## src/rtl/pdt_pkg.sv

```systemverilog
// Shared types and constants for the periodic task dispatcher.
// No dependencies; imported by pdt_cfg_regs, the dispatcher and the testbench.
`timescale 1ns / 1ps

package pdt_pkg;

	localparam int NUM_PERIODIC = 3;
	localparam int CFG_INDEX_W  = 3;
	localparam int CFG_DATA_W   = 16;

	// Input operation codes
	localparam logic [2:0] OP_DISPATCH   = 3'd0;
	localparam logic [2:0] OP_TOGGLE_T0  = 3'd1;
	localparam logic [2:0] OP_TOGGLE_T1  = 3'd2;
	localparam logic [2:0] OP_STEP_T0    = 3'd3;
	localparam logic [2:0] OP_SET_PERIOD = 3'd4;

	// Configuration register indexes
	localparam logic [CFG_INDEX_W-1:0] CFG_IDLE_PERIOD  = 3'd0;
	localparam logic [CFG_INDEX_W-1:0] CFG_SERIAL_LIMIT = 3'd1;
	localparam logic [CFG_INDEX_W-1:0] CFG_PERIOD_FLOOR = 3'd2;
	localparam logic [CFG_INDEX_W-1:0] CFG_PERIOD_CEIL  = 3'd3;
	localparam logic [CFG_INDEX_W-1:0] CFG_PERIOD_INCR  = 3'd4;

	// Task identifiers
	localparam logic [1:0] TASK_0    = 2'd0;
	localparam logic [1:0] TASK_1    = 2'd1;
	localparam logic [1:0] TASK_2    = 2'd2;
	localparam logic [1:0] TASK_IDLE = 2'd3;

	// Reset values
	localparam logic [11:0] PERIOD0_RESET       = 12'd700;
	localparam logic [11:0] PERIOD1_RESET       = 12'd1500;
	localparam logic [11:0] PERIOD2_RESET       = 12'd2000;
	localparam logic [15:0] IDLE_PERIOD_RESET   = 16'd100;
	localparam logic [3:0]  SERIAL_LIMIT_RESET  = 4'd10;
	localparam logic [11:0] PERIOD_FLOOR_RESET  = 12'd500;
	localparam logic [11:0] PERIOD_CEIL_RESET   = 12'd3000;
	localparam logic [11:0] PERIOD_INCR_RESET   = 12'd300;

	// Digit and counter limits
	localparam logic [3:0] TENS_LAST   = 4'd9;
	localparam logic [2:0] UNITS_LAST  = 3'd5;
	localparam logic [3:0] RUNS_SAT    = 4'd15;

	typedef struct packed {
		logic [15:0] idle_period;
		logic [3:0]  serial_run_limit;
		logic [11:0] period_floor;
		logic [11:0] period_ceiling;
		logic [11:0] period_increment;
	} cfg_t;

	typedef enum logic [3:0] {
		ST_IDLE = 4'b0001,
		ST_EXEC = 4'b0010,
		ST_SCAN = 4'b0100,
		ST_FIN  = 4'b1000
	} state_t;

endpackage

```

## src/rtl/pdt_cfg_regs.sv

```systemverilog
// Configuration register file of the periodic task dispatcher.
// Depends on pdt_pkg for the register indexes, reset values and cfg_t.
`timescale 1ns / 1ps

module pdt_cfg_regs
	import pdt_pkg::*;
(
	input  logic                   clk,
	input  logic                   arst_n,
	input  logic                   wr_en,
	input  logic [CFG_INDEX_W-1:0] wr_index,
	input  logic [CFG_DATA_W-1:0]  wr_data,
	output cfg_t                   cfg
);

	cfg_t cfg_q;

	// Write one register per accepted word; unknown indexes drop
	always_ff @(posedge clk or negedge arst_n) begin
		if (!arst_n) begin
			cfg_q.idle_period      <= IDLE_PERIOD_RESET;
			cfg_q.serial_run_limit <= SERIAL_LIMIT_RESET;
			cfg_q.period_floor     <= PERIOD_FLOOR_RESET;
			cfg_q.period_ceiling   <= PERIOD_CEIL_RESET;
			cfg_q.period_increment <= PERIOD_INCR_RESET;
		end else if (wr_en) begin
			case (wr_index)
				CFG_IDLE_PERIOD:  cfg_q.idle_period      <= wr_data;
				CFG_SERIAL_LIMIT: cfg_q.serial_run_limit <= wr_data[3:0];
				CFG_PERIOD_FLOOR: cfg_q.period_floor     <= wr_data[11:0];
				CFG_PERIOD_CEIL:  cfg_q.period_ceiling   <= wr_data[11:0];
				CFG_PERIOD_INCR:  cfg_q.period_increment <= wr_data[11:0];
				default: ;
			endcase
		end
	end

	assign cfg = cfg_q;

endmodule

```

## src/rtl/pdt_elapsed_cmp.sv

```systemverilog
// Shared elapsed-time unit: wrapped subtract of a start tick from now,
// compared against a period. No package dependencies.
`timescale 1ns / 1ps

module pdt_elapsed_cmp #(
	parameter int TICK_WIDTH = 32
) (
	input  logic [TICK_WIDTH-1:0] now,
	input  logic [TICK_WIDTH-1:0] start,
	input  logic [15:0]           period,
	output logic                  due
);

	logic [TICK_WIDTH-1:0] elapsed;

	// Subtract modulo 2^TICK_WIDTH, then compare with the period
	assign elapsed = now - start;
	assign due     = (elapsed >= TICK_WIDTH'(period));

endmodule

```

## src/rtl/periodic_task_dispatcher.sv

```systemverilog
// Periodic task dispatcher: three fixed-priority periodic tasks and one idle
// task. Every input word yields exactly one result word. A dispatch word is
// handled by a sequencer that checks tasks 0, 1, 2 and then the idle task, one
// per cycle, through a single shared elapsed-time comparator: a dispatch is
// accepted, checks tasks in order until the first due one, then loads the
// output register. Toggle, step and set-period words pass through the execute
// state, then load the output register. in_stall is high while a word is in
// progress; the output register lets the next word be accepted while a result
// still waits to be taken. Configuration writes are always ready. Depends on
// pdt_pkg, pdt_cfg_regs and pdt_elapsed_cmp.
`timescale 1ns / 1ps

module periodic_task_dispatcher
	import pdt_pkg::*;
#(
	parameter int TICK_WIDTH = 32
) (
	input  logic                   clk,
	input  logic                   arst_n,
	// input channel
	input  logic                   in_valid,
	output logic                   in_stall,
	input  logic [2:0]             op,
	input  logic [31:0]            now_tick,
	input  logic [1:0]             target_task,
	input  logic [15:0]            requested_period,
	// output channel
	output logic                   out_valid,
	input  logic                   out_stall,
	output logic                   dispatched,
	output logic [1:0]             task_id,
	output logic                   both_off,
	output logic [3:0]             tens_digit,
	output logic [2:0]             units_digit,
	// configuration channel
	input  logic                   cfg_valid,
	output logic                   cfg_ready,
	input  logic [CFG_INDEX_W-1:0] cfg_index,
	input  logic [CFG_DATA_W-1:0]  cfg_data
);

	cfg_t cfg;

	state_t state_q;

	logic [2:0]            op_q;
	logic [TICK_WIDTH-1:0] now_q;
	logic [1:0]            target_q;
	logic [15:0]           req_q;
	logic [1:0]            scan_idx_q;

	logic [TICK_WIDTH-1:0] last_start_q [0:3];
	logic [11:0]           period_q     [0:NUM_PERIODIC-1];
	logic [NUM_PERIODIC-1:0] paused_q;
	logic [3:0]            serial_runs_q;
	logic                  both_paused_q;
	logic [3:0]            tens_q;
	logic [2:0]            units_q;

	logic                  ran_q;
	logic [1:0]            ran_id_q;

	logic                  out_valid_q;
	logic                  dispatched_q;
	logic [1:0]            task_id_q;
	logic                  both_off_q;
	logic [3:0]            tens_out_q;
	logic [2:0]            units_out_q;

	logic                  in_accept;
	logic                  out_take;
	logic                  out_load;
	logic [15:0]           cmp_period;
	logic                  cmp_due;
	logic                  task_active;
	logic                  hit;
	logic [3:0]            runs_next;
	logic [12:0]           step_sum;

	// Configuration registers
	assign cfg_ready = 1'b1;

	pdt_cfg_regs u_cfg (
		.clk      (clk),
		.arst_n   (arst_n),
		.wr_en    (cfg_valid && cfg_ready),
		.wr_index (cfg_index),
		.wr_data  (cfg_data),
		.cfg      (cfg)
	);

	// Pick the period and pause flag of the task under test
	always_comb begin
		case (scan_idx_q)
			TASK_0: begin
				cmp_period  = {4'd0, period_q[0]};
				task_active = !paused_q[0];
			end
			TASK_1: begin
				cmp_period  = {4'd0, period_q[1]};
				task_active = !paused_q[1];
			end
			TASK_2: begin
				cmp_period  = {4'd0, period_q[2]};
				task_active = !paused_q[2];
			end
			default: begin
				cmp_period  = cfg.idle_period;
				task_active = 1'b1;
			end
		endcase
	end

	pdt_elapsed_cmp #(
		.TICK_WIDTH (TICK_WIDTH)
	) u_cmp (
		.now    (now_q),
		.start  (last_start_q[scan_idx_q]),
		.period (cmp_period),
		.due    (cmp_due)
	);

	assign hit       = cmp_due && task_active;
	assign runs_next = (serial_runs_q < RUNS_SAT) ? serial_runs_q + 4'd1 : serial_runs_q;
	assign step_sum  = {1'b0, period_q[0]} + {1'b0, cfg.period_increment};

	// Handshakes
	assign in_stall  = (state_q != ST_IDLE);
	assign in_accept = in_valid && !in_stall;
	assign out_take  = out_valid_q && !out_stall;
	assign out_load  = (state_q == ST_FIN) && (!out_valid_q || !out_stall);

	// Sequencer and task state
	always_ff @(posedge clk or negedge arst_n) begin
		if (!arst_n) begin
			state_q       <= ST_IDLE;
			scan_idx_q    <= TASK_0;
			for (int i = 0; i < 4; i++)
				last_start_q[i] <= '0;
			period_q[0]   <= PERIOD0_RESET;
			period_q[1]   <= PERIOD1_RESET;
			period_q[2]   <= PERIOD2_RESET;
			paused_q      <= '0;
			serial_runs_q <= '0;
			both_paused_q <= 1'b0;
			tens_q        <= '0;
			units_q       <= '0;
			ran_q         <= 1'b0;
			ran_id_q      <= TASK_0;
		end else begin
			case (state_q)
				ST_IDLE: begin
					if (in_accept) begin
						ran_q      <= 1'b0;
						ran_id_q   <= TASK_0;
						scan_idx_q <= TASK_0;
						state_q    <= (op == OP_DISPATCH) ? ST_SCAN : ST_EXEC;
					end
				end
				ST_EXEC: begin
					case (op_q)
						OP_TOGGLE_T0: begin
							paused_q[0]   <= !paused_q[0];
							both_paused_q <= !paused_q[0] && paused_q[1];
						end
						OP_TOGGLE_T1: begin
							paused_q[1]   <= !paused_q[1];
							both_paused_q <= paused_q[0] && !paused_q[1];
						end
						OP_STEP_T0: begin
							if (step_sum > {1'b0, cfg.period_ceiling})
								period_q[0] <= cfg.period_floor;
							else
								period_q[0] <= step_sum[11:0];
						end
						OP_SET_PERIOD: begin
							if (target_q != TASK_IDLE
									&& req_q >= {4'd0, cfg.period_floor}
									&& req_q <= {4'd0, cfg.period_ceiling})
								period_q[target_q] <= req_q[11:0];
						end
						default: ;
					endcase
					state_q <= ST_FIN;
				end
				ST_SCAN: begin
					// Run the first due task, else advance to the next one
					if (hit) begin
						last_start_q[scan_idx_q] <= now_q;
						ran_q    <= 1'b1;
						ran_id_q <= scan_idx_q;
						if (scan_idx_q == TASK_2) begin
							serial_runs_q <= runs_next;
							if (runs_next >= cfg.serial_run_limit)
								paused_q[2] <= 1'b1;
						end
						if (scan_idx_q == TASK_IDLE && !both_paused_q) begin
							tens_q  <= (tens_q == TENS_LAST) ? 4'd0 : tens_q + 4'd1;
							units_q <= (units_q == UNITS_LAST) ? 3'd0 : units_q + 3'd1;
						end
						state_q <= ST_FIN;
					end else if (scan_idx_q == TASK_IDLE) begin
						state_q <= ST_FIN;
					end else begin
						scan_idx_q <= scan_idx_q + 2'd1;
					end
				end
				ST_FIN: begin
					if (out_load)
						state_q <= ST_IDLE;
				end
				default: state_q <= ST_IDLE;
			endcase
		end
	end

	// Capture the accepted word
	always_ff @(posedge clk) begin
		if (in_accept) begin
			op_q     <= op;
			now_q    <= TICK_WIDTH'(now_tick);
			target_q <= target_task;
			req_q    <= requested_period;
		end
	end

	// Output register: load on finish, drop when taken
	always_ff @(posedge clk or negedge arst_n) begin
		if (!arst_n) begin
			out_valid_q <= 1'b0;
		end else if (out_load) begin
			out_valid_q <= 1'b1;
		end else if (out_take) begin
			out_valid_q <= 1'b0;
		end
	end

	always_ff @(posedge clk) begin
		if (out_load) begin
			dispatched_q <= ran_q;
			task_id_q    <= ran_id_q;
			both_off_q   <= both_paused_q;
			tens_out_q   <= tens_q;
			units_out_q  <= units_q;
		end
	end

	assign out_valid   = out_valid_q;
	assign dispatched  = dispatched_q;
	assign task_id     = task_id_q;
	assign both_off    = both_off_q;
	assign tens_digit  = tens_out_q;
	assign units_digit = units_out_q;

	// Assertions
	a_scan_ends: assert property (@(posedge clk) disable iff (!arst_n)
		(state_q == ST_SCAN && scan_idx_q == TASK_IDLE) |=> (state_q != ST_SCAN))
		else $error("scan did not finish after the idle task");

	a_serial_stays_paused: assert property (@(posedge clk) disable iff (!arst_n)
		paused_q[2] |=> paused_q[2])
		else $error("task 2 left its permanent pause");

	a_both_tracks: assert property (@(posedge clk) disable iff (!arst_n)
		both_paused_q == (paused_q[0] && paused_q[1]))
		else $error("both-paused flag out of step with pause flags");

	a_digits_range: assert property (@(posedge clk) disable iff (!arst_n)
		(tens_q <= TENS_LAST) && (units_q <= UNITS_LAST))
		else $error("idle digit out of range");

	a_accept_busy: assert property (@(posedge clk) disable iff (!arst_n)
		in_accept |=> (state_q == ST_SCAN || state_q == ST_EXEC))
		else $error("accepted word did not start work");

endmodule

```

## config.mk

```make
export PLATFORM = sky130hd
export DESIGN_NAME = periodic_task_dispatcher
export DESIGN_NICKNAME = d
export VERILOG_FILES = /design/src/rtl/pdt_pkg.sv /design/src/rtl/pdt_cfg_regs.sv /design/src/rtl/pdt_elapsed_cmp.sv /design/src/rtl/periodic_task_dispatcher.sv
export SDC_FILE = /design/constraint.sdc
export NUM_CORES = 1
export LEC_CHECK = 0
export ABC_CLOCK_PERIOD_IN_PS = 7300
export BUFFER_PORTS_ARGS = -buffer_cell sky130_fd_sc_hd__clkbuf_2
export CAP_MARGIN = 30
export CORE_MARGIN = 5
export CORE_UTILIZATION = 62
export DETAILED_ROUTE_END_ITERATION = 8
export PLACE_DENSITY = 0.88
export SLEW_MARGIN = 5
export SYNTH_ARGS = -nofsm -noshare
export SYNTH_HDL_FRONTEND = slang
export SYNTH_SLANG_ARGS = --single-unit
```

## constraint.sdc

```tcl
create_clock -name clk -period 7.3 [get_ports clk]
set_input_delay 1.46 -clock clk [delete_from_list [all_inputs] [get_ports clk]]
set_output_delay 1.46 -clock clk [all_outputs]
set_load 0.01 [all_outputs]
```

==> results of run 1 <==
-- critical path, cell delays in order, from the launching register on --
cell       delay (ns)
dfrtp_2          0.42
mux4_2           0.53
ha_1             0.23
fa_1             0.41
nand2b_1         0.20
a21oi_1          0.25
o211ai_2         0.19
a21bo_1          0.25
and2_1           0.19
nor2_1           0.11
nor2_1           0.06
xnor2_1          0.14
ha_1             0.23
a211oi_1         0.25
o32ai_1          0.17
a2111oi_4        0.35
o2111ai_2        0.15
nor4_2           0.23
o2111ai_1        0.14
a2111o_1         0.45
nor4_4           0.45
nor3_4           0.16
buf_16           0.22
nand2_8          0.34
mux2_2           0.40
-- path summary, 6_finish.rpt --
path | end | slack (ns) | depth (start not counted)
min in group asynchronous | last_start_q[14]$_DFFE_PN0P_ | 0.98 | 1
min reg2reg | task_id[0]$_DFFE_PP_ | 0.48 | 0
max in group asynchronous | scan_idx_q[0]$_DFFE_PN0P_ | 4.80 | 2
max | last_start_q[63]$_DFFE_PN0P_ | 0.66 | 24
min | task_id[0]$_DFFE_PP_ | 0.48 | 0
max reg2reg | last_start_q[63]$_DFFE_PN0P_ | 0.66 | 24
-- state kept, by name (all words and copies together) (netlist names), 4 cells and up --
name,flops
last_start_q,128
now_q,32
period_q,36
req_q,16
serial_runs_q,4
state_q,4
tens_digit,4
tens_q,4
u_cfg.cfg,56
-- stage by stage --
step	cell area, um2	hold WS (ns)
floorplan	17400	0.425
global placement	18100	0.446
detailed placement	18100	0.455
CTS	19300	0.470
global route	19300	0.481
finish	19300	0.475
-- cell usage in the layout (no fill, tap or decap), types with 18 or more instances in the layout --
cell type and n:
mux2_4 123, mux4_2 31, clkbuf_2 88, edfxtp_1 64, clkbuf_16 38, o21ai_0 58
ha_1 107, dfstp_2 42, inv_1 81, nand2_1 91, a21oi_1 56, mux2_2 89
xnor2_1 26, nand4_1 18, nor2_1 51, dfrtp_1 202, nor3_1 19
-- area by class of cell --
class,count,share of cell area [%]
clock buffer,54,5.72
clock inverter,8,0.253
inverter,82,1.60
multi-input combinational,927,44.8
sequential,309,42.1
tap,378,2.46
timing repair buffer,106,3.13
-- cell usage after synthesis, types with 15 or more instances --
library cell  number  area, um2
nand3_1           16       80.1
nand4_1           18        113
a21o_1            16        120
edfxtp_1          64       1920
mux2_4           123       1850
ha_1             107       1340
nand2_1           91        342
dfrtp_1          203       5080
clkbuf_1          17       63.8
mux4_2            31        698
nor3_1            19       95.1
xnor2_1           26        228
inv_1             82        308
dfstp_2           42       1100
a21oi_1           56        280
o21ai_0           58        290
mux2i_1           16        160
nor2b_1           15       93.8
mux2_2            89       1000
nor2_1            51        191
-- layer usage --
metal	wire [um]	track usage, %	up-vias
li1	-	-	5244
met1	16400	32.3	5829
met2	20200	45.0	386
met3	1970	3.79	91
met4	1160	7.93	0
met5	0	0	-
-- kinds of logic (layout without fill, tap and decap cells) --
family	after synthesis	count (layout)	share of synthesized area, %
mux	260	260	21.4
xor+xnor	38	38	1.95
simple gates	267	267	8.09
fa+ha+maj	109	109	7.91
buf+inv	132	250	4.05
compound gates	252	252	10.0
flops	309	309	46.5
other cells	1	1	0.0215
-- power groups by stage --
| stage | Combinational (W) | Clock (W) | Sequential (W) |
|---|---|---|---|
| after floorplan | 0.00186 | 0 | 0.00221 |
| after global placement | 0.00233 | 0 | 0.00227 |
| after detailed placement | 0.00242 | 0 | 0.00229 |
| after CTS | 0.00245 | 0.00176 | 0.00227 |
| after global routing | 0.00273 | 0.00183 | 0.00230 |
| final | 0.00246 | 0.00173 | 0.00227 |
==> results.py, run 1 <==
metrics = {
    "status": {
        "status": "complete, no violations",
    },
    "pwr": {
        "switchingPower_w": 0.00231,
        "powerDensity_nw_per_um2": 336,
        "clkPwrFrac_pct": 26.8,
        "p_sw_share_pct": 35.7,
        "comb_power_share_pct": 38.1,
        "p_seq_share_pct": 35.1,
        "p_total_w": 0.00647,
        "p_leak_nw": 8.90,
        "ir_drop_v": 0.000227,
        "intPower_w": 0.00416,
    },
    "global_routing": {
        "overflow": 0,
        "antenna_found_initial": 0,
        "global_route.usage.total_pct": 25.4,
        "grt_pass1_wl_mm": 64.2,
        "grt_pass1_vias": 12300,
        "grt_max_degree": 104,
    },
    "timing": {
        "finClkSkew_ns": 0.0115,
        "fin_ws_ns": 0.658,
        "setup_tns_ns": 0,
        "rsz0062_at_grt": "no",
        "relSlewSlack_pct": 39.0,
        "period_minus_slack_ns": 6.64,
        "finalSetupViolations": 0,
        "worst_slew_pin_slew_ns": 0.915,
        "hold_viol": 0,
        "post-route-period-util_pct": 91.0,
        "max_freq_ghz": 0.151,
        "finalMaxSlewViolations": 0,
    },
    "placed_design": {
        "place_inst": 1801,
        "io_buffers": 89,
        "routabilityCongestion": 0.935,
        "pre_cts_slack_ns": 0.759,
        "hpwl_mm": 27.6,
    },
    "floorplanning": {
        "die-height_um": 178,
        "initial_utilization_pct": 62.7,
        "die_area_um2": 31600,
        "die_w_um": 178,
        "coreArea_um2": 27800,
        "num_io_pins": 91,
        "rows": 61,
    },
    "routing": {
        "ant_nets": 0,
        "drt-pass1-iter-count": 5,
        "wirelength_mm": 39.8,
        "drt_iter0_drc": 806,
        "vias_per_cell": 6.20,
        "wl_per_cell_um": 21.3,
        "drc": 0,
        "vias": 11600,
    },
    "run": {
        "maxCapViolations": 0,
    },
    "clock_tree": {
        "clock-root-buffer": "clkbuf_16",
        "clkSinkCount": 309,
        "post_cts_buffers": 0,
        "numCtsBuffers": 35,
        "cts_tree": "built",
        "ctsResizeCount": 0,
        "path_clk_slew_ns": 0.06,
        "cts.path.max_buffers": 3,
        "htreeDepth": 2,
        "insertion_delay_ns": 0.52,
        "cts.hold.buffers_added": 0,
    },
    "synth": {
        "synth_nets": 1554,
        "syn_area_um2": 17400,
        "avgSynthCellArea_um2": 12.7,
        "synth.distinct_cells": 87,
        "synth_edf_count": 64,
        "synthCells": 1368,
        "async_reset_ff_share_pct": 79.3,
        "ys_ff_latch": 309,
        "yosys_warnings": 0,
        "seq_area_frac_synth_pct": 46.5,
        "ys.flop_type": "dfrtp_1",
    },
    "layout": {
        "area_growth_pct": 10.6,
        "multi_input_area_um2": 8620,
        "fin_nets": 1647,
        "diodes": 0,
        "layout.cells.non_filler": 1864,
        "drive_gt1_share_pct": 32.6,
        "utilization_pct": 69.3,
        "regArea_um2": 8110,
        "nFillCells": 1928,
    },
    "critical_path": {
        "worstSetupStartpointType": "flop",
        "crit_path_start": "scan_idx_q[0]$_DFFE_PN0P_",
        "worst_ep_arrival_time_ns": 7.03,
        "end_kind": "flop",
        "r2r_start": "scan_idx_q[0]$_DFFE_PN0P_",
        "crit_fanout": 36,
        "crit_type": "reg -> reg",
        "worstPathRequired_ns": 7.69,
    },
    "hold_path": {
        "hold_start": "ran_id_q[0]$_DFFE_PN0P_",
        "hold_path_class": "reg -> reg",
    },
}
Note: power is estimated with default switching activity, not from simulation.
==> inputs of run 2 (changes only) <==
Settings changed: CORE_UTILIZATION 62 to 64, CTS_BUF_LIST set to sky130_fd_sc_hd__clkbuf_2 sky130_fd_sc_hd__clkbuf_4 sky130_fd_sc_hd__clkbuf_8, PLACE_DENSITY 0.88 to 0.9.
==> run 2 against run 1 <==
Net effect: final area is 0.81% lower; wire length is 2.8% lower; combinational power hardly changed; total power is 2.5% lower; critical endpoint is now last_start_q[96]$_DFFE_PN0P_.
==> results.py, run 2 (synthesis gave the netlist of run 1 again) <==
metrics = {
    "routing": {
        "drc": 0,
        "vias": 11500,
        "wl_per_cell_um": 20.8,
        "wirelength_mm": 38.6,
        "drt_iter0_drc": 838,
        "ant_nets": 0,
        "drt-pass1-iter-count": 7,
        "vias_per_cell": 6.19,
    },
    "critical_path": {
        "end_kind": "flop",
        "r2r_start": "scan_idx_q[1]$_DFFE_PN0P_",
        "worstRegToRegCells": 25,
        "ff2ff_setup_slack_ns": 0.57,
        "worstPathRequired_ns": 7.75,
        "crit_type": "reg -> reg",
        "crit_fanout": 32,
        "worst_ep_arrival_time_ns": 7.18,
        "r2r_end": "last_start_q[96]$_DFFE_PN0P_",
        "crit_path_start": "scan_idx_q[1]$_DFFE_PN0P_",
        "worstSetupStartpointType": "flop",
    },
    "placed_design": {
        "io_buffers": 89,
        "dpl_cell_area_um2": 18000,
        "routabilityCongestion": 0.965,
        "hpwl_mm": 27.1,
    },
    "clock_tree": {
        "ctsResizeCount": 0,
        "clock-root-buffer": "clkbuf_8",
        "post_cts_buffers": 0,
        "path_clk_slew_ns": 0.07,
        "numCtsBuffers": 49,
        "htreeDepth": 2,
        "insertion_delay_ns": 0.59,
        "cts_tree": "built",
        "clkSinkCount": 309,
        "cts.hold.buffers_added": 0,
        "cts.path.max_buffers": 3,
    },
    "pwr": {
        "clkPwrFrac_pct": 24.8,
        "switchingPower_w": 0.00231,
        "comb_power_share_pct": 39.2,
        "powerDensity_nw_per_um2": 330,
        "p_seq_share_pct": 36.0,
        "ir_drop_v": 0.000237,
        "p_sw_share_pct": 36.6,
        "p_leak_nw": 8.87,
        "intPower_w": 0.00400,
    },
    "layout": {
        "final_cell_mix": "202 x dfrtp_1, 123 x mux2_4, 107 x ha_1, 91 x nand2_1, 89 x mux2_2",
        "area_growth_pct": 9.67,
        "top_register": "last_start_q",
        "mostFrequentLayoutCell": "dfrtp_1",
        "regArea_um2": 8110,
        "design_area_um2": 19100,
        "drive_gt1_share_pct": 33.6,
        "largest_reg_flops": 128,
        "fin_nets": 1659,
        "nFillCells": 1818,
        "diodes": 0,
        "multi_input_area_um2": 8620,
    },
    "floorplanning": {
        "coreArea_um2": 26900,
        "die_w_um": 175,
        "die_area_um2": 30600,
        "die-height_um": 175,
        "initial_utilization_pct": 64.8,
        "rows": 60,
        "num_io_pins": 91,
    },
    "hold_path": {
        "hold_path_class": "reg -> reg",
        "min_to": "task_id[1]$_DFFE_PP_",
        "hold_start": "ran_id_q[1]$_DFFE_PN0P_",
        "hold_depth": 0,
    },
    "timing": {
        "period_minus_slack_ns": 6.73,
        "finalSetupViolations": 0,
        "rsz0062_at_grt": "no",
        "finClkSkew_ns": 0.0315,
        "setup_tns_ns": 0,
        "relSlewSlack_pct": 35.1,
        "max_freq_ghz": 0.149,
        "worst_slew_pin_slew_ns": 0.974,
        "finalMaxSlewViolations": 0,
        "hold_viol": 0,
        "post-route-period-util_pct": 92.1,
    },
    "global_routing": {
        "grt_pass1_wl_mm": 63.3,
        "global_route.usage.total_pct": 25.2,
        "grt_pass1_vias": 12500,
        "grt_max_degree": 176,
        "overflow": 0,
        "antenna_found_initial": 0,
    },
    "run": {
        "maxCapViolations": 0,
    },
    "status": {
        "status": "complete, no violations",
    },
}
-- run 2: changes by cell type in the layout (fill, tap and decap cells not counted), sizes merged --
cell | before | now
bufinv | 0 | 2
inv | 82 | 83
buf | 18 | 16
clkinv | 6 | 16
clkbuf | 142 | 159
-- run 2: power groups by stage --
| stage | clock (W) | combinational, W | sequential (W) |
|---|---|---|---|
| 2_1_floorplan | 0 | 0.00186 | 0.00221 |
| 3_3_place_gp | 0 | 0.00233 | 0.00227 |
| 3_5_place_dp | 0 | 0.00242 | 0.00229 |
| 4_1_cts | 0.00160 | 0.00245 | 0.00227 |
| 5_1_grt | 0.00169 | 0.00270 | 0.00230 |
| 6_report | 0.00157 | 0.00247 | 0.00227 |
-- run 2: final cells by class --
class,instances,share of cell area [%]
multi-input cells,927,45.1
inverters,82,1.61
flip-flops and latches,309,42.4
clock buffers,71,4.72
clock inverters,21,0.806
repair buffers,104,3.08
well taps,341,2.23
-- run 2: worst max path at each step --
stage / depth (start not counted) / to
final: 25 / last_start_q[96]$_DFFE_PN0P_
after global routing: 25 / last_start_q[64]$_DFFE_PN0P_
after global placement: 24 / last_start_q[32]$_DFFE_PN0P_
after CTS: 25 / last_start_q[64]$_DFFE_PN0P_
after floorplan: 26 / last_start_q[34]$_DFFE_PN0P_
after detailed placement: 25 / last_start_q[64]$_DFFE_PN0P_
-- run 2: stage by stage --
| step | util [%] | setup WS, ns | std cells | hold slack [ns] | power [W] |
|---|---|---|---|---|---|
| 2_1_floorplan | - | 0.839 | 1368 | 0.425 | 0.00407 |
| 5_1_grt | 71.1 | 0.234 | 1855 | 0.486 | 0.00668 |
| 4_1_cts | 71.1 | 0.665 | 1854 | 0.464 | 0.00631 |
| 3_3_place_gp | 67.1 | 0.981 | 1761 | 0.442 | 0.00460 |
| 6_report | 71.1 | 0.575 | 1855 | 0.476 | 0.00631 |
| 3_5_place_dp | 67.1 | 0.691 | 1762 | 0.442 | 0.00471 |
-- run 2: layer usage --
layer	share of wire, %	up-vias	GRT usage, %
met1	42	5795	32.6
met3	4.6	77	3.87
met4	2.7	0	8.12
met2	51	346	43.8
met5	0	-	0
li1	-	5271	-
-- run 2: critical path, cell delays in order, from the launching register on --
cell and delay, ns:
dfrtp_1 0.38, buf_4 0.29, mux4_2 0.35, ha_1 0.22, fa_1 0.42, nand2b_1 0.19, a21oi_1 0.22, o211ai_2 0.17
a21bo_1 0.24, and2_1 0.18, nor2_1 0.11, nor2_1 0.06, xnor2_1 0.13, ha_1 0.23, a211oi_1 0.25, o32ai_1 0.18
a2111oi_4 0.38, o2111ai_2 0.15, nor4_2 0.26, o2111ai_1 0.15, a2111o_1 0.45, nor4_4 0.46, nor3_4 0.18, buf_8 0.22
nand2_8 0.32, mux2_2 0.39
